<file path="src/design/tkf_pkg.sv">
// Package with shared constants and functions for the tilt Kalman filter.
`timescale 1ns / 1ps
package tkf_pkg;

  localparam int unsigned ONE_Q16   = 65536;
  localparam int signed   DEG90_Q16 = 5898240;

  localparam logic [1:0] CFG_TIME_STEP     = 2'd0;
  localparam logic [1:0] CFG_PROCESS_NOISE = 2'd1;
  localparam logic [1:0] CFG_MEAS_NOISE    = 2'd2;

  // Arctangent of 2^-i in degrees, Q16.16, rounded to nearest.
  function automatic logic [21:0] atan_tab(input logic [4:0] idx);
    logic [21:0] r;
    begin
      case (idx)
        5'd0:  r = 22'd2949120;
        5'd1:  r = 22'd1740967;
        5'd2:  r = 22'd919879;
        5'd3:  r = 22'd466945;
        5'd4:  r = 22'd234379;
        5'd5:  r = 22'd117304;
        5'd6:  r = 22'd58666;
        5'd7:  r = 22'd29335;
        5'd8:  r = 22'd14668;
        5'd9:  r = 22'd7334;
        5'd10: r = 22'd3667;
        5'd11: r = 22'd1833;
        5'd12: r = 22'd917;
        5'd13: r = 22'd458;
        5'd14: r = 22'd229;
        5'd15: r = 22'd115;
        5'd16: r = 22'd57;
        5'd17: r = 22'd29;
        5'd18: r = 22'd14;
        5'd19: r = 22'd7;
        5'd20: r = 22'd4;
        5'd21: r = 22'd2;
        5'd22: r = 22'd1;
        default: r = 22'd0;
      endcase
      return r;
    end
  endfunction

  // Saturate a 66-bit signed value to the signed 32-bit range.
  function automatic logic signed [31:0] sat32(input logic signed [65:0] v);
    begin
      if (v > 66'sd2147483647) return 32'sh7fffffff;
      else if (v < -66'sd2147483648) return 32'sh80000000;
      else return v[31:0];
    end
  endfunction

endpackage

</file>
<file path="src/design/tkf_cordic.sv">
// Iterative CORDIC vectoring unit for the accelerometer tilt angle.
`timescale 1ns / 1ps
module tkf_cordic
  import tkf_pkg::*;
#(
  parameter int unsigned Steps = 16
) (
  input  logic               clk_i,
  input  logic               rst_ni,
  input  logic               start_i,
  input  logic signed [15:0] a_i,
  input  logic signed [15:0] b_i,
  output logic               done_o,
  output logic signed [23:0] angle_o
);

  localparam int unsigned NSteps = (Steps > 32) ? 32 : Steps;

  logic               busy_q, busy_d;
  logic [5:0]         cnt_q, cnt_d;
  logic signed [33:0] x_q, x_d, y_q, y_d;
  logic signed [27:0] z_q, z_d;
  logic               done_q, done_d;
  logic signed [23:0] ang_q, ang_d;
  logic signed [33:0] xs, ys;
  logic signed [27:0] t;

  always_comb begin
    busy_d = busy_q;
    cnt_d  = cnt_q;
    x_d    = x_q;
    y_d    = y_q;
    z_d    = z_q;
    done_d = 1'b0;
    ang_d  = ang_q;
    xs     = x_q >>> cnt_q[4:0];
    ys     = y_q >>> cnt_q[4:0];
    t      = 28'(signed'({1'b0, atan_tab(cnt_q[4:0])}));
    if (start_i) begin
      if (b_i == 16'sd0) begin
        done_d = 1'b1;
        ang_d  = (a_i > 0) ? 24'(DEG90_Q16) : (a_i < 0) ? -24'(DEG90_Q16) : 24'sd0;
      end else begin
        busy_d = 1'b1;
        cnt_d  = '0;
        x_d    = 34'((b_i < 0) ? -34'(b_i) : 34'(b_i)) <<< 14;
        y_d    = 34'((b_i < 0) ? -34'(a_i) : 34'(a_i)) <<< 14;
        z_d    = '0;
      end
    end else if (busy_q) begin
      if (cnt_q == 6'(NSteps)) begin
        busy_d = 1'b0;
        done_d = 1'b1;
        if (z_q > 28'(DEG90_Q16)) ang_d = 24'(DEG90_Q16);
        else if (z_q < -28'(DEG90_Q16)) ang_d = -24'(DEG90_Q16);
        else ang_d = z_q[23:0];
      end else begin
        if (y_q > 0) begin
          x_d = x_q + ys;
          y_d = y_q - xs;
          z_d = z_q + t;
        end else begin
          x_d = x_q - ys;
          y_d = y_q + xs;
          z_d = z_q - t;
        end
        cnt_d = cnt_q + 6'd1;
      end
    end
  end

  always_ff @(posedge clk_i or negedge rst_ni) begin
    if (!rst_ni) begin
      busy_q <= 1'b0;
      done_q <= 1'b0;
      cnt_q  <= '0;
    end else begin
      busy_q <= busy_d;
      done_q <= done_d;
      cnt_q  <= cnt_d;
    end
  end

  always_ff @(posedge clk_i) begin
    x_q   <= x_d;
    y_q   <= y_d;
    z_q   <= z_d;
    ang_q <= ang_d;
  end

  assign done_o  = done_q;
  assign angle_o = ang_q;

endmodule

</file>
<file path="src/design/tkf_mul.sv">
// Bit-serial signed multiplier: one multiplier bit per cycle.
`timescale 1ns / 1ps
module tkf_mul (
  input  logic               clk_i,
  input  logic               rst_ni,
  input  logic               start_i,
  input  logic signed [32:0] a_i,
  input  logic signed [32:0] b_i,
  output logic               done_o,
  output logic signed [65:0] p_o
);

  logic               busy_q;
  logic               done_q;
  logic [5:0]         cnt_q;
  logic signed [65:0] acc_q;
  logic signed [65:0] mc_q;
  logic [32:0]        mp_q;

  always_ff @(posedge clk_i or negedge rst_ni) begin
    if (!rst_ni) begin
      busy_q <= 1'b0;
      done_q <= 1'b0;
      cnt_q  <= '0;
    end else begin
      done_q <= 1'b0;
      if (start_i) begin
        busy_q <= 1'b1;
        cnt_q  <= '0;
      end else if (busy_q) begin
        cnt_q <= cnt_q + 6'd1;
        if (cnt_q == 6'd32) begin
          busy_q <= 1'b0;
          done_q <= 1'b1;
        end
      end
    end
  end

  // Top multiplier bit carries negative weight.
  always_ff @(posedge clk_i) begin
    if (start_i) begin
      acc_q <= '0;
      mc_q  <= 66'(a_i);
      mp_q  <= b_i;
    end else if (busy_q) begin
      if (mp_q[0]) begin
        if (cnt_q == 6'd32) acc_q <= acc_q - mc_q;
        else acc_q <= acc_q + mc_q;
      end
      mc_q <= mc_q <<< 1;
      mp_q <= mp_q >> 1;
    end
  end

  assign done_o = done_q;
  assign p_o    = acc_q;

endmodule

</file>
<file path="src/design/tkf_div.sv">
// Restoring divider, one quotient bit per cycle, truncating toward zero.
`timescale 1ns / 1ps
module tkf_div (
  input  logic               clk_i,
  input  logic               rst_ni,
  input  logic               start_i,
  input  logic signed [49:0] n_i,
  input  logic        [33:0] d_i,
  output logic               done_o,
  output logic signed [49:0] q_o
);

  logic        busy_q, done_q, neg_q;
  logic [5:0]  cnt_q;
  logic [48:0] quo_q;
  logic [33:0] rem_q;
  logic [33:0] den_q;
  logic [34:0] trial;

  assign trial = {rem_q, quo_q[48]} - {1'b0, den_q};

  always_ff @(posedge clk_i or negedge rst_ni) begin
    if (!rst_ni) begin
      busy_q <= 1'b0;
      done_q <= 1'b0;
      cnt_q  <= '0;
    end else begin
      done_q <= 1'b0;
      if (start_i) begin
        busy_q <= 1'b1;
        cnt_q  <= '0;
      end else if (busy_q) begin
        cnt_q <= cnt_q + 6'd1;
        if (cnt_q == 6'd48) begin
          busy_q <= 1'b0;
          done_q <= 1'b1;
        end
      end
    end
  end

  always_ff @(posedge clk_i) begin
    if (start_i) begin
      neg_q <= n_i[49];
      quo_q <= n_i[49] ? 49'(-n_i) : n_i[48:0];
      rem_q <= '0;
      den_q <= d_i;
    end else if (busy_q) begin
      if (!trial[34]) begin
        rem_q <= trial[33:0];
        quo_q <= {quo_q[47:0], 1'b1};
      end else begin
        rem_q <= {rem_q[32:0], quo_q[48]};
        quo_q <= {quo_q[47:0], 1'b0};
      end
    end
  end

  assign done_o = done_q;
  assign q_o    = neg_q ? -50'(quo_q) : 50'(quo_q);

endmodule

</file>
<file path="src/design/tilt_kalman_filter_top.sv">
// Top level of the two-state tilt Kalman filter with its sequencer.
// An init item runs the CORDIC, which skips its iterations when accel_b is zero; a filter item
// adds 13 bit-serial products and two divisions, or 5 products when the gains are skipped.
// Throughput: one item at a time, the next transfer in the cycle tvalid rises at the earliest.
// Reset restores the register defaults, clears angle and bias, sets the covariance to identity.
`timescale 1ns / 1ps
module tilt_kalman_filter_top
  import tkf_pkg::*;
#(
  parameter int unsigned CORDIC_STEPS = 16
) (
  input  logic        clk_i,
  input  logic        rst_ni,
  // Input item: tuser = func; tdata = accel_a[15:0], accel_b[31:16], gyro_rate[47:32].
  input  logic        s_axis_tvalid,
  output logic        s_axis_tready,
  input  logic [47:0] s_axis_tdata,
  input  logic        s_axis_tuser,
  // Result: tdata = angle_estimate[31:0], raw_angle[55:32], bias_estimate[87:56].
  output logic        m_axis_tvalid,
  input  logic        m_axis_tready,
  output logic [87:0] m_axis_tdata,
  // Configuration write channel.
  input  logic        cfg_valid_i,
  output logic        cfg_ready_o,
  input  logic [1:0]  cfg_index_i,
  input  logic [23:0] cfg_data_i
);

  // Sequencer states.
  localparam logic [3:0] ST_IDLE  = 4'd0;
  localparam logic [3:0] ST_CORD  = 4'd1;
  localparam logic [3:0] ST_MSTRT = 4'd2;
  localparam logic [3:0] ST_MWAIT = 4'd3;
  localparam logic [3:0] ST_DSTRT = 4'd4;
  localparam logic [3:0] ST_DWAIT = 4'd5;
  localparam logic [3:0] ST_OUT   = 4'd6;

  // Step codes of the filter program.
  localparam logic [4:0] SP_DTRATE = 5'd0;
  localparam logic [4:0] SP_DP11   = 5'd1;
  localparam logic [4:0] SP_DP10   = 5'd2;
  localparam logic [4:0] SP_DP01   = 5'd3;
  localparam logic [4:0] SP_DDP    = 5'd4;
  localparam logic [4:0] SP_K0     = 5'd5;
  localparam logic [4:0] SP_K1     = 5'd6;
  localparam logic [4:0] SP_KS0    = 5'd7;
  localparam logic [4:0] SP_KS1    = 5'd8;
  localparam logic [4:0] SP_KE0    = 5'd9;
  localparam logic [4:0] SP_KE1    = 5'd10;
  localparam logic [4:0] SP_C00    = 5'd11;
  localparam logic [4:0] SP_C01    = 5'd12;
  localparam logic [4:0] SP_C10    = 5'd13;
  localparam logic [4:0] SP_C11    = 5'd14;

  logic [3:0]  state_q;
  logic [4:0]  step_q;
  logic [23:0] ts_q, pn_q, mn_q;
  logic        func_q;
  logic signed [15:0] g_q;
  logic signed [31:0] ang_st_q, bias_q, p00_q, p01_q, p10_q, p11_q;
  // Working registers.
  logic signed [31:0] ang_q, pp0_q, pp1_q, pp2_q, pp3_q, eps_q;
  logic signed [31:0] k0_q, k1_q, ks0_q, ks1_q;
  logic signed [33:0] s_q;
  logic signed [65:0] t1_q, t2_q, t3_q, dp11_q;
  logic signed [23:0] raw_q;
  logic        ovalid_q;
  logic [87:0] odata_q;

  logic               cord_start, cord_done;
  logic signed [23:0] cord_angle;
  logic               mul_start, mul_done;
  logic signed [32:0] mul_a, mul_b;
  logic signed [65:0] mul_p, mul_sh;
  logic               div_start, div_done;
  logic signed [49:0] div_n, div_q;
  logic signed [65:0] sum00;

  // True when the innovation variance is positive.
  function automatic logic s_q_next_pos(input logic signed [65:0] v);
    logic signed [33:0] s;
    begin
      s = 34'(sat32(v)) + 34'(mn_q);
      return s > 0;
    end
  endfunction

  // The CORDIC loads its operands straight from the accepted transfer.
  tkf_cordic #(.Steps(CORDIC_STEPS)) u_cordic (
    .clk_i, .rst_ni, .start_i(cord_start), .a_i(s_axis_tdata[15:0]),
    .b_i(s_axis_tdata[31:16]), .done_o(cord_done), .angle_o(cord_angle)
  );

  tkf_mul u_mul (
    .clk_i, .rst_ni, .start_i(mul_start), .a_i(mul_a), .b_i(mul_b),
    .done_o(mul_done), .p_o(mul_p)
  );

  tkf_div u_div (
    .clk_i, .rst_ni, .start_i(div_start), .n_i(div_n), .d_i(34'(s_q)),
    .done_o(div_done), .q_o(div_q)
  );

  // The result register parts the two sides, so a waiting result does not
  // hold off the next input transfer.
  assign s_axis_tready = (state_q == ST_IDLE);
  assign cfg_ready_o   = 1'b1;
  assign m_axis_tvalid = ovalid_q;
  assign m_axis_tdata  = odata_q;

  assign cord_start = (state_q == ST_IDLE) && s_axis_tvalid && s_axis_tready;
  assign mul_start  = (state_q == ST_MSTRT);
  assign div_start  = (state_q == ST_DSTRT);
  assign div_n      = 50'((step_q == SP_K0) ? pp0_q : pp2_q) <<< 16;

  // Time-step products shift by 24, gain products by 16.
  assign mul_sh = (step_q <= SP_DDP) ? (mul_p >>> 24) : (mul_p >>> 16);
  assign sum00  = 66'(p00_q) - t2_q - t3_q + mul_sh + 66'(pn_q);

  // Operand selection for the shared multiplier.
  always_comb begin
    mul_a = 33'(signed'({1'b0, ts_q}));
    mul_b = '0;
    case (step_q)
      SP_DTRATE: mul_b = 33'(32'(g_q) * 32'sd500) - 33'(bias_q);
      SP_DP11:   mul_b = 33'(p11_q);
      SP_DP10:   mul_b = 33'(p10_q);
      SP_DP01:   mul_b = 33'(p01_q);
      SP_DDP:    mul_b = dp11_q[32:0];
      SP_KS0:    begin mul_a = 33'(k0_q);  mul_b = s_q[32:0]; end
      SP_KS1:    begin mul_a = 33'(k1_q);  mul_b = s_q[32:0]; end
      SP_KE0:    begin mul_a = 33'(k0_q);  mul_b = 33'(eps_q); end
      SP_KE1:    begin mul_a = 33'(k1_q);  mul_b = 33'(eps_q); end
      SP_C00:    begin mul_a = 33'(ks0_q); mul_b = 33'(k0_q); end
      SP_C01:    begin mul_a = 33'(ks0_q); mul_b = 33'(k1_q); end
      SP_C10:    begin mul_a = 33'(ks1_q); mul_b = 33'(k0_q); end
      SP_C11:    begin mul_a = 33'(ks1_q); mul_b = 33'(k1_q); end
      default:   ;
    endcase
  end

  // Configuration registers.
  always_ff @(posedge clk_i or negedge rst_ni) begin
    if (!rst_ni) begin
      ts_q <= 24'd83886;
      pn_q <= 24'd11796;
      mn_q <= 24'd65536;
    end else if (cfg_valid_i) begin
      unique case (cfg_index_i)
        CFG_TIME_STEP:     ts_q <= cfg_data_i;
        CFG_PROCESS_NOISE: pn_q <= cfg_data_i;
        CFG_MEAS_NOISE:    mn_q <= cfg_data_i;
        default:           ;
      endcase
    end
  end

  // Input item capture.
  always_ff @(posedge clk_i) begin
    if (cord_start) begin
      func_q <= s_axis_tuser;
      g_q    <= s_axis_tdata[47:32];
    end
  end

  // Datapath working registers, written as each product or quotient lands.
  always_ff @(posedge clk_i) begin
    if (state_q == ST_CORD && cord_done) raw_q <= cord_angle;
    if (state_q == ST_MWAIT && mul_done) begin
      case (step_q)
        SP_DTRATE: ang_q  <= sat32(66'(ang_st_q) + mul_sh);
        SP_DP11: begin
          dp11_q <= mul_sh;
          pp1_q  <= sat32(66'(p01_q) - mul_sh);
          pp2_q  <= sat32(66'(p10_q) - mul_sh);
          pp3_q  <= sat32(66'(p11_q) + 66'(pn_q));
        end
        SP_DP10:   t2_q <= mul_sh;
        SP_DP01:   t3_q <= mul_sh;
        SP_DDP: begin
          pp0_q <= sat32(sum00);
          s_q   <= 34'(sat32(sum00)) + 34'(mn_q);
          eps_q <= sat32(66'(raw_q) - 66'(ang_q));
        end
        SP_KS0: ks0_q <= sat32(mul_sh);
        SP_KS1: ks1_q <= sat32(mul_sh);
        SP_KE0: t1_q  <= mul_sh;
        SP_KE1: t2_q  <= mul_sh;
        SP_C00: t3_q  <= mul_sh;
        SP_C01: dp11_q <= mul_sh;
        SP_C10: pp1_q <= sat32(66'(pp1_q) - dp11_q);
        default: ;
      endcase
      if (step_q == SP_C10) begin
        pp0_q <= sat32(66'(pp0_q) - t3_q);
        pp2_q <= sat32(66'(pp2_q) - mul_sh);
      end
    end
    if (state_q == ST_DWAIT && div_done) begin
      if (step_q == SP_K0) k0_q <= sat32(66'(div_q));
      else k1_q <= sat32(66'(div_q));
    end
  end

  // Sequencer and architectural state.
  always_ff @(posedge clk_i or negedge rst_ni) begin
    if (!rst_ni) begin
      state_q  <= ST_IDLE;
      step_q   <= SP_DTRATE;
      ovalid_q <= 1'b0;
      ang_st_q <= '0;
      bias_q   <= '0;
      p00_q    <= 32'(ONE_Q16);
      p01_q    <= '0;
      p10_q    <= '0;
      p11_q    <= 32'(ONE_Q16);
    end else begin
      if (ovalid_q && m_axis_tready) ovalid_q <= 1'b0;
      unique case (state_q)
        ST_IDLE: if (cord_start) state_q <= ST_CORD;
        ST_CORD: begin
          if (cord_done) begin
            if (!func_q) begin
              ang_st_q <= 32'(cord_angle);
              bias_q   <= '0;
              p00_q    <= 32'(ONE_Q16);
              p01_q    <= '0;
              p10_q    <= '0;
              p11_q    <= 32'(ONE_Q16);
              state_q  <= ST_OUT;
            end else begin
              step_q  <= SP_DTRATE;
              state_q <= ST_MSTRT;
            end
          end
        end
        ST_MSTRT: state_q <= ST_MWAIT;
        ST_MWAIT: begin
          if (mul_done) begin
            if (step_q == SP_DDP) begin
              if (s_q_next_pos(sum00)) begin
                step_q  <= SP_K0;
                state_q <= ST_DSTRT;
              end else begin
                ang_st_q <= ang_q;
                p00_q    <= sat32(sum00);
                p01_q    <= pp1_q;
                p10_q    <= pp2_q;
                p11_q    <= pp3_q;
                state_q  <= ST_OUT;
              end
            end else if (step_q == SP_KE1) begin
              ang_st_q <= sat32(66'(ang_q) + t1_q);
              bias_q   <= sat32(66'(bias_q) + mul_sh);
              step_q   <= SP_C00;
              state_q  <= ST_MSTRT;
            end else if (step_q == SP_C11) begin
              p00_q   <= pp0_q;
              p01_q   <= pp1_q;
              p10_q   <= pp2_q;
              p11_q   <= sat32(66'(pp3_q) - mul_sh);
              state_q <= ST_OUT;
            end else begin
              step_q  <= step_q + 5'd1;
              state_q <= ST_MSTRT;
            end
          end
        end
        ST_DSTRT: state_q <= ST_DWAIT;
        ST_DWAIT: begin
          if (div_done) begin
            if (step_q == SP_K0) begin
              step_q  <= SP_K1;
              state_q <= ST_DSTRT;
            end else begin
              step_q  <= SP_KS0;
              state_q <= ST_MSTRT;
            end
          end
        end
        ST_OUT: begin
          if (!ovalid_q) begin
            ovalid_q <= 1'b1;
            state_q  <= ST_IDLE;
          end
        end
        default: state_q <= ST_IDLE;
      endcase
    end
  end

  // Result register.
  always_ff @(posedge clk_i) begin
    if (state_q == ST_OUT && !ovalid_q) odata_q <= {bias_q, raw_q, ang_st_q};
  end

endmodule

</file>
<file path="config.mk">
export PLATFORM = sky130hd
export DESIGN_NAME = tilt_kalman_filter_top
export DESIGN_NICKNAME = d
export VERILOG_FILES = /design/src/design/tkf_pkg.sv /design/src/design/tkf_cordic.sv /design/src/design/tkf_mul.sv /design/src/design/tkf_div.sv /design/src/design/tilt_kalman_filter_top.sv
export SDC_FILE = /design/constraint.sdc
export NUM_CORES = 2
export LEC_CHECK = 0
export ABC_AREA = 0
export BUFFER_PORTS_ARGS = -buffer_cell sky130_fd_sc_hd__buf_2
export CORE_MARGIN = 2
export CORE_UTILIZATION = 50
export DETAILED_ROUTE_END_ITERATION = 7
export PLACE_DENSITY_LB_ADDON = 0.08
export RECOVER_POWER = 100
export SLEW_MARGIN = 20
export SYNTH_ARGS = -nofsm -noshare
export SYNTH_HDL_FRONTEND = slang
export SYNTH_SLANG_ARGS = --single-unit
</file>
<file path="constraint.sdc">
create_clock -name clk_i -period 12.61 [get_ports clk_i]
set_clock_uncertainty 0.15 [all_clocks]
set_input_delay 0 -clock clk_i [delete_from_list [all_inputs] [get_ports clk_i]]
set_output_delay 0 -clock clk_i [all_outputs]
set_load 0.03 [all_outputs]
</file>
# After elaboration in Yosys (flattened, before gate mapping)
# Memories as Yosys holds them, arrays and structs flattened.
# Index checks and enable logic that the tools add are counted.
word_totals:
  reg_bits: 1384
  rom_bits: 704
  inputBits: 80
  wordCells: 389
  mem_count: 1
op_classes:
  n_addsub: 35
  n_mul: 1
  order_cmp: 36
  n_eq_ne: 42
  shift: 2
  muxes: 165
  n_bitwise: 1
  n_reduce_logical: 55
memory_table:
  columns: ["memory", "words", "word_bits", "read_ports", "rd_clocked_by_memory_dff", "wr", "line_no", "source"]
  rows:
  - ["(name not given)", 32, 22, 1, 0, 0, "tkf_pkg.sv:16", "case (idx)"]
op_table:
  columns: ["operator", "n"]
  rows:
  - ["32-bit two-way mux", 65]
  - ["32-bit one-hot mux with 2 select lines", 7]
  - ["34-bit two-way mux", 12]
  - ["32-bit by 50-bit subtractor with 51-bit output", 7]
  - ["51-bit by 32-bit > comparator with 1-bit output (second input constant)", 6]
  - ["51-bit by 32-bit < comparator with 1-bit output (second input constant)", 6]
  - ["33-bit one-hot mux with 9 select lines", 1]
  - ["66-bit by 32-bit > comparator with 1-bit output (second input constant)", 4]
  - ["66-bit by 32-bit < comparator with 1-bit output (second input constant)", 4]
  - ["66-bit two-way mux", 3]
  - ["49-bit two-way mux", 4]
  - ["24-bit two-way mux", 8]
  - ["32-bit by 50-bit adder with 51-bit output", 3]
  - ["28-bit two-way mux", 5]
  - ["33-bit one-hot mux with 4 select lines", 1]
  - ["50-bit by 32-bit > comparator with 1-bit output (second input constant)", 2]
  - ["50-bit by 32-bit < comparator with 1-bit output (second input constant)", 2]
  - ["32-bit by 25-bit adder with 33-bit output", 3]
  - ["34-bit adder", 2]
  - ["34-bit by 5-bit >>> shifter with 34-bit output", 2]
  - ["34-bit subtractor", 2]
  - ["66-bit by 24-bit adder with 66-bit output", 1]
  - ["66-bit adder", 1]
  - ["33-bit by 32-bit > comparator with 1-bit output (second input constant)", 2]
  - ["65 further kinds", 184]

# Depth between registers and ports, before layout
logic_depth:
  word_depth: 16
  ltp_mapped: 62
  ltp_nobuf: 55

# Cells and area by module
# From an unflattened synthesis, not the netlist that was laid out.
unflattened:
  cells_unflattened: 12771
  hier_area_um2: 116883.4
modules_own_cells:
  columns: ["module", "n_inst", "cells_each", "area_per_inst_um2", "seq_area_each_um2"]
  rows:
  - ["tilt_kalman_filter_top", 1, 8519, 78930.7, 27335.0]
  - ["tkf_cordic", 1, 1993, 17302.8, 3803.6]
  - ["tkf_mul", 1, 1286, 11737.5, 4494.3]
  - ["tkf_div", 1, 973, 8912.3, 3403.3]

# Worst setup path before layout
# No wires, ideal clock.
synth_path:
  kind: "reg2reg"
  from: "register step_q[0]"
  to: "register ang_st_q[11]"
  setup_time_ns: 0.128
  arrival_ns: 13.530
  t_required_ns: 12.332
  slack_ns: -1.198
  path_stages_with_launch: 59
  n_path_buf: 6
  synth_period_minus_slack_ns: 13.808
  path_cell_list: "dfrtp_1 inv_1 ha_1 nand2b_1 nand2_1 clkbuf_1 buf_1 buf_1 mux2i_1 fa_1 inv_1 ha_1 inv_1 fa_1 nand2b_1 a21oi_1 o2111a_1 or3_1 [... 23 more ...] o21bai_1 a31o_2 a211o_1 o31ai_1 o21ai_0 a211o_1 o41ai_1 o211ai_1 nor2_1 nor3_1 a21o_1 nor3_1 a211oi_1 a21oi_1 nor4b_4 a31oi_2 buf_6 mux2_1"
synth_between:
  elab_chain_cells: 14
  elab_cells_between_ends: 21
synth_lines:
  columns: ["element", "line_no", "source"]
  rows:
  - ["start, declared", "tilt_kalman_filter_top.sv:57", "logic [4:0] step_q;"]
  - ["start signal, assigned", "tilt_kalman_filter_top.sv:265", "step_q <= step_q + 5'd1;"]
  - ["5-bit by 3-bit <= comparator with 1-bit output", "tilt_kalman_filter_top.sv:118", "assign mul_sh = (step_q <= SP_DDP) ? (mul_p >>> 24) : (mul_p >>> 16);"]
  - ["49-bit two-way mux", "tilt_kalman_filter_top.sv:118", null]
  - ["52-bit by 50-bit adder with 53-bit output", "tilt_kalman_filter_top.sv:119", "assign sum00 = 66'(p00_q) - t2_q - t3_q + mul_sh + 66'(pn_q);"]
  - ["66-bit by 24-bit adder with 66-bit output", "tilt_kalman_filter_top.sv:119", null]
  - ["66-bit by 32-bit < comparator with 1-bit output", "tkf_pkg.sv:50", "else if (v < -66'sd2147483648) return 32'sh80000000;"]
  - ["32-bit two-way mux", "tkf_pkg.sv:50", null]
  - ["32-bit two-way mux", "tkf_pkg.sv:49", "if (v > 66'sd2147483647) return 32'sh7fffffff;"]
  - ["32-bit two-way mux", null, null]
  - ["32-bit two-way mux", "tilt_kalman_filter_top.sv:240", "if (mul_done) begin"]
  - ["32-bit two-way mux", "tilt_kalman_filter_top.sv:220", "unique case (state_q)"]
  - ["32-bit by 25-bit adder with 33-bit output", "tilt_kalman_filter_top.sv:84", "s = 34'(sat32(v)) + 34'(mn_q);"]
  - ["33-bit by 1-bit > comparator with 1-bit output", "tilt_kalman_filter_top.sv:85", "return s > 0;"]
  - ["3-bit inequality test (no line)", null, null]
  - ["6-bit AND reduction (no line)", null, null]
  - ["end signal, assigned", "tilt_kalman_filter_top.sv:225", "ang_st_q <= 32'(cord_angle);"]
  - ["end signal, assigned", "tilt_kalman_filter_top.sv:246", "ang_st_q <= ang_q;"]
  - ["end signal, assigned", "tilt_kalman_filter_top.sv:254", "ang_st_q <= sat32(66'(ang_q) + t1_q);"]
  - ["end, declared", "tilt_kalman_filter_top.sv:61", "logic signed [31:0] ang_st_q, bias_q, p00_q, p01_q, p10_q, p11_q;"]
# Parallel ways exist; a longest one is shown, timed or not. The select of a mux whose other input is x is not followed.
# A chain may end at the register's enable or synchronous reset.

# Final worst setup path
layout_path:
  from: "register step_q[1]"
  to: "register p10_q[9]"
layout_between:
  elab_chain_cells: 14
  elab_cells_between_ends: 23
layout_lines:
  columns: ["element", "line_no", "source"]
  rows:
  - ["5-bit by 3-bit <= comparator with 1-bit output", "tilt_kalman_filter_top.sv:118", null]
  - ["49-bit two-way mux", "tilt_kalman_filter_top.sv:118", null]
  - ["52-bit by 50-bit adder with 53-bit output", "tilt_kalman_filter_top.sv:119", null]
  - ["66-bit by 24-bit adder with 66-bit output", "tilt_kalman_filter_top.sv:119", null]
  - ["66-bit by 32-bit < comparator with 1-bit output", "tkf_pkg.sv:50", null]
  - ["32-bit two-way mux", "tkf_pkg.sv:50", null]
  - ["32-bit two-way mux", "tkf_pkg.sv:49", null]
  - ["32-bit two-way mux", null, null]
  - ["32-bit two-way mux", "tilt_kalman_filter_top.sv:240", null]
  - ["32-bit two-way mux", "tilt_kalman_filter_top.sv:220", null]
  - ["32-bit by 25-bit adder with 33-bit output", "tilt_kalman_filter_top.sv:84", null]
  - ["33-bit by 1-bit > comparator with 1-bit output", "tilt_kalman_filter_top.sv:85", null]
  - ["3-bit inequality test (no line)", null, null]
  - ["7-bit AND reduction (no line)", null, null]
  - ["end signal, assigned", "tilt_kalman_filter_top.sv:249", "p10_q <= pp2_q;"]
  - ["end signal, assigned", "tilt_kalman_filter_top.sv:261", "p10_q <= pp2_q;"]
  - ["end, declared", "tilt_kalman_filter_top.sv:61", null]
# Parallel ways exist; a longest one is shown, timed or not. The select of a mux whose other input is x is not followed.

==> run_results.csv <==
group,metric,value,unit
run_status,outcome,"finished with violations",
run_status,violations,"capacitance limit, slew limit",
global_route,grt_pass1_vias,96400,
cells_and_area,layout-drive-gt1-share,0.105,
cells_and_area,nets,14000,
logic_synthesis,seq_area_frac_synth,0.346,
sta,hold_slack,0.0564,ns
pwr,powerDensity,301,nW/um^2
logic_synthesis,synthCells,12200,
worst_setup_path,worst-setup-path-type,"reg2reg",
placed_design,hpwl,364,mm
placed_design,dpl_cell_area,120000,um^2
sta,relSlewSlack,-2.04,
worst_setup_path,startpoint_type,"flop",
die,die-height,479,um
min_path,holdCritPathClass,"in2reg",
global_route,overflow,0,
logic_synthesis,synthesis.nets,13400,
pwr,total_power,0.0384,W
logic_synthesis,synth_cell_type_count,123,
pwr,ir_drop,0.303,mV
sta,finalHoldViolCount,0,
logic_synthesis,syn_area_per_cell,9.21,um^2
pwr,p_leak,54.8,nW
sta,fin_crit_sh,0.980,
route,drtAntennaViolNets,0,
worst_setup_path,reg2reg_depth,58,
placed_design,portBuffers,169,
clock_tree,cts.path.max_buffers,3,
die,initial_utilization,0.502,
clock_tree,cts.clk_slew.worst_paths,0.07,ns
worst_setup_path,required,13.19,ns
logic_synthesis,yosysMostFrequentCell,"nand2_1",
placed_design,place_congestion,1.04,
logic_synthesis,ys.flop_type,"edfxtp_1",
cells_and_area,final_area,128000,um^2
die,placement_rows,174,
clock_tree,htree_levels,4,
route,totalWireLength,470,mm
cells_and_area,final_core_util,0.570,
die,die_w,479,um
min_path,min-delay-start,"s_axis_tdata[15]",
route,drc,0,
global_route,grt_pass1_wl,670,mm
route,first_iter_violations,11900,
worst_setup_path,cp_top_family,"compound AO/OA/AOI/OAI gates",
logic_synthesis,syn_area,113000,um^2
logic_synthesis,synth_edf_count,984,
job,max-cap-violations,8,
die,die-area,229000,um^2
worst_setup_path,rr_startpoint,"step_q[1]$_DFFE_PN0P_",
route,vias,103000,
clock_tree,clock_sinks,1381,
worst_setup_path,crit_arrival,12.94,ns
clock_tree,cts_root_buffer,"clkbuf_16",
min_path,holdPathEnd,"u_cordic.y_q[31]$_DFFE_PP_",
logic_synthesis,ys_top_cells_by_area,"edfxtp_1 26%, ha_1 10%, dfrtp_1 6.2%, a21oi_1 4.5%, xnor2_1 4.3%",
clock_tree,clk_latency,0.86,ns
global_route,track_usage,0.398,
route,drtPass1Iterations,7,
sta,setup_viol,0,
sta,slew_viol_final,269,
worst_setup_path,path_buf_inv,14,
logic_synthesis,synth_top_area_frac,0.262,
sta,rsz0062_at_grt,"true",
route,wl_per_cell,29.4,um
worst_setup_path,rrSetupSlack,0.25,ns
global_route,antenna_found_initial,44,
worst_setup_path,crit_slowest_cell,"fa_1",
logic_synthesis,synthArstFlopShare,0.215,
logic_synthesis,yosysWarningCount,0,
global_route,grt_max_degree,80,
die,ioPinCount,171,
route,vias_per_cell,6.42,
sta,tightest_slew,4.56,ns
logic_synthesis,ys_seq_elements,1381,
worst_setup_path,crit_top_cell,"buf_4",
logic_synthesis,ys_top_cells_by_count,"1143 x nand2_1, 1003 x a21oi_1, 984 x edfxtp_1",
worst_setup_path,critPathMaxFanout,32,
worst_setup_path,cp.depth,58,
cells_and_area,area_growth_syn_to_layout,13.5,%
min_path,whs_path_depth,4,
cells_and_area,instances_no_fill,16000,
clock_tree,cts_made_buffers,165,
sta,max_freq,80.9,MHz
worst_setup_path,regToRegEndpoint,"p10_q[9]$_DFFE_PN0P_",
worst_setup_path,end_kind,"flop",
clock_tree,cts_tree,"built",
placed_design,placed_cells,15400,
logic_synthesis,yosys.area.top_type,"edfxtp_1",
sta,layout_min_cycle_time,12.36,ns
worst_setup_path,slowest_delay,0.56,ns
die,core,224000,um^2
## sequential cells by signal, indices dropped and copies added, names as in the netlist, 33 cells and up
| register | count |
|---|---|
| dp11_q | 50 |
| m_axis_tdata | 88 |
| s_q | 33 |
| t1_q | 50 |
| t2_q | 50 |
| t3_q | 50 |
| u_cordic.x_q | 34 |
| u_cordic.y_q | 34 |
| u_div.den_q | 33 |
| u_div.quo_q | 49 |
| u_div.rem_q | 34 |
| u_mul.mc_q | 66 |
| u_mul.mp_q | 33 |
| u_mul.p_o | 66 |
## layer usage
layer,part of all wire,vias up,global-route usage
li1,-,46200,-
met1,0.39,50200,0.514
met2,0.43,5142,0.601
met3,0.10,1020,0.0907
met4,0.077,8,0.256
met5,0.00019,-,0
## worst reg2reg max path: cells and delay by family (launching register included)
kind	cells	cell delay (ns)
AO/OA/AOI/OAI	20	4.02
XOR/XNOR	1	0.15
adder cells (fa/ha/maj)	5	1.69
buffers and inverters	14	2.02
flip-flops	1	0.40
multiplexers	1	0.16
AND/OR/NAND/NOR	17	3.65
## worst max path at each step
| stage | from | slack (ns) | to |
|---|---|---|---|
| 5_1_grt | step_q[1]$_DFFE_PN0P_ | -0.09 | p00_q[2]$_DFFE_PN0P_ |
| 4_1_cts | step_q[0]$_DFFE_PN0P_ | 0.03 | ang_st_q[15]$_DFFE_PN0P_ |
| 2_1_floorplan | step_q[0]$_DFFE_PN0P_ | 0.02 | p00_q[22]$_DFFE_PN0P_ |
| 6_report | step_q[1]$_DFFE_PN0P_ | 0.25 | p10_q[9]$_DFFE_PN0P_ |
| 3_3_place_gp | step_q[0]$_DFFE_PN0P_ | -0.12 | ang_st_q[11]$_DFFE_PN0P_ |
| 3_5_place_dp | step_q[0]$_DFFE_PN0P_ | -0.30 | ang_st_q[11]$_DFFE_PN0P_ |
## per-stage QoR
step | setup WS (ns) | setup TNS [ns]
finish | 0.252 | 0
global route | -0.0929 | -4.40
CTS | 0.0270 | 0
detailed placement | -0.304 | -35.56
global placement | -0.120 | -6.04
floorplan | 0.0165 | 0
## placed cells by master, fill, tap and decap left out, drive strengths merged, types with 51 or more instances in the layout
cell type	netlist	final
buf	88	601
and3	152	152
o21a	97	97
nor2b	136	136
a21oi	1006	1006
nand4	89	89
nand2b	168	168
a221o	87	87
o31ai	98	98
a222oi	52	52
fa	176	176
clkbuf	383	329
a31oi	159	159
nor2	792	792
and2	112	112
a21o	326	326
a211oi	102	102
o211ai	60	60
clkinv	2	51
nor3	245	245
nand2	1143	1143
nand3	286	286
a22o	98	98
or3	90	90
dfxtp	100	100
edfxtp	984	984
nor4	79	79
o21bai	125	125
a22oi	77	77
or2	75	75
inv	761	771
o21ai	869	869
mux2i	170	170
mux2	189	189
xor2	422	422
dlygate4sd3	3	172
xnor2	556	556
dfrtp	278	278
ha	911	911
## cell type report
class / instances / area, um^2
Fill cell: 19900 / 96500
Multi-Input combinational cell: 9605 / 69600
Antenna cell: 38 / 95.1
Clock inverter: 89 / 1130
Clock buffer: 221 / 4530
Timing Repair Buffer: 881 / 6750
Tap cell: 2992 / 3740
Sequential cell: 1381 / 39000
Inverter: 763 / 2870
## where the power goes
part	switching, W	total, W	internal [W]
combinational	0.0154	0.0256	0.0102
sequential	0.00102	0.00770	0.00668
clock	0.00219	0.00508	0.00289
## kinds of logic after synthesis
logic type      after synthesis  share of synthesized area
compound gates             3578                      0.205
xor+xnor                    978                     0.0761
fa+ha+maj                  1093                      0.133
buf+inv                    1237                     0.0426
flops                      1381                      0.346
mux                         403                     0.0440
other cells                   1                  0.0000333
simple gates               3552                      0.152
## repair_timing
| item | CTS | global route |
|---|---|---|
| gates cloned | 1 | 3 |
| pin swaps | 8 | 43 |
| buffers inserted | 7 | 23 |
| gates resized for setup | 18 | 79 |
| hold buffers | 173 | 0 |
| endpoints found under the hold margin | 295 | 0 |
| endpoints found under the setup margin | 164 | 166 |
No activity file was read; power rests on OpenSTA's default activity.
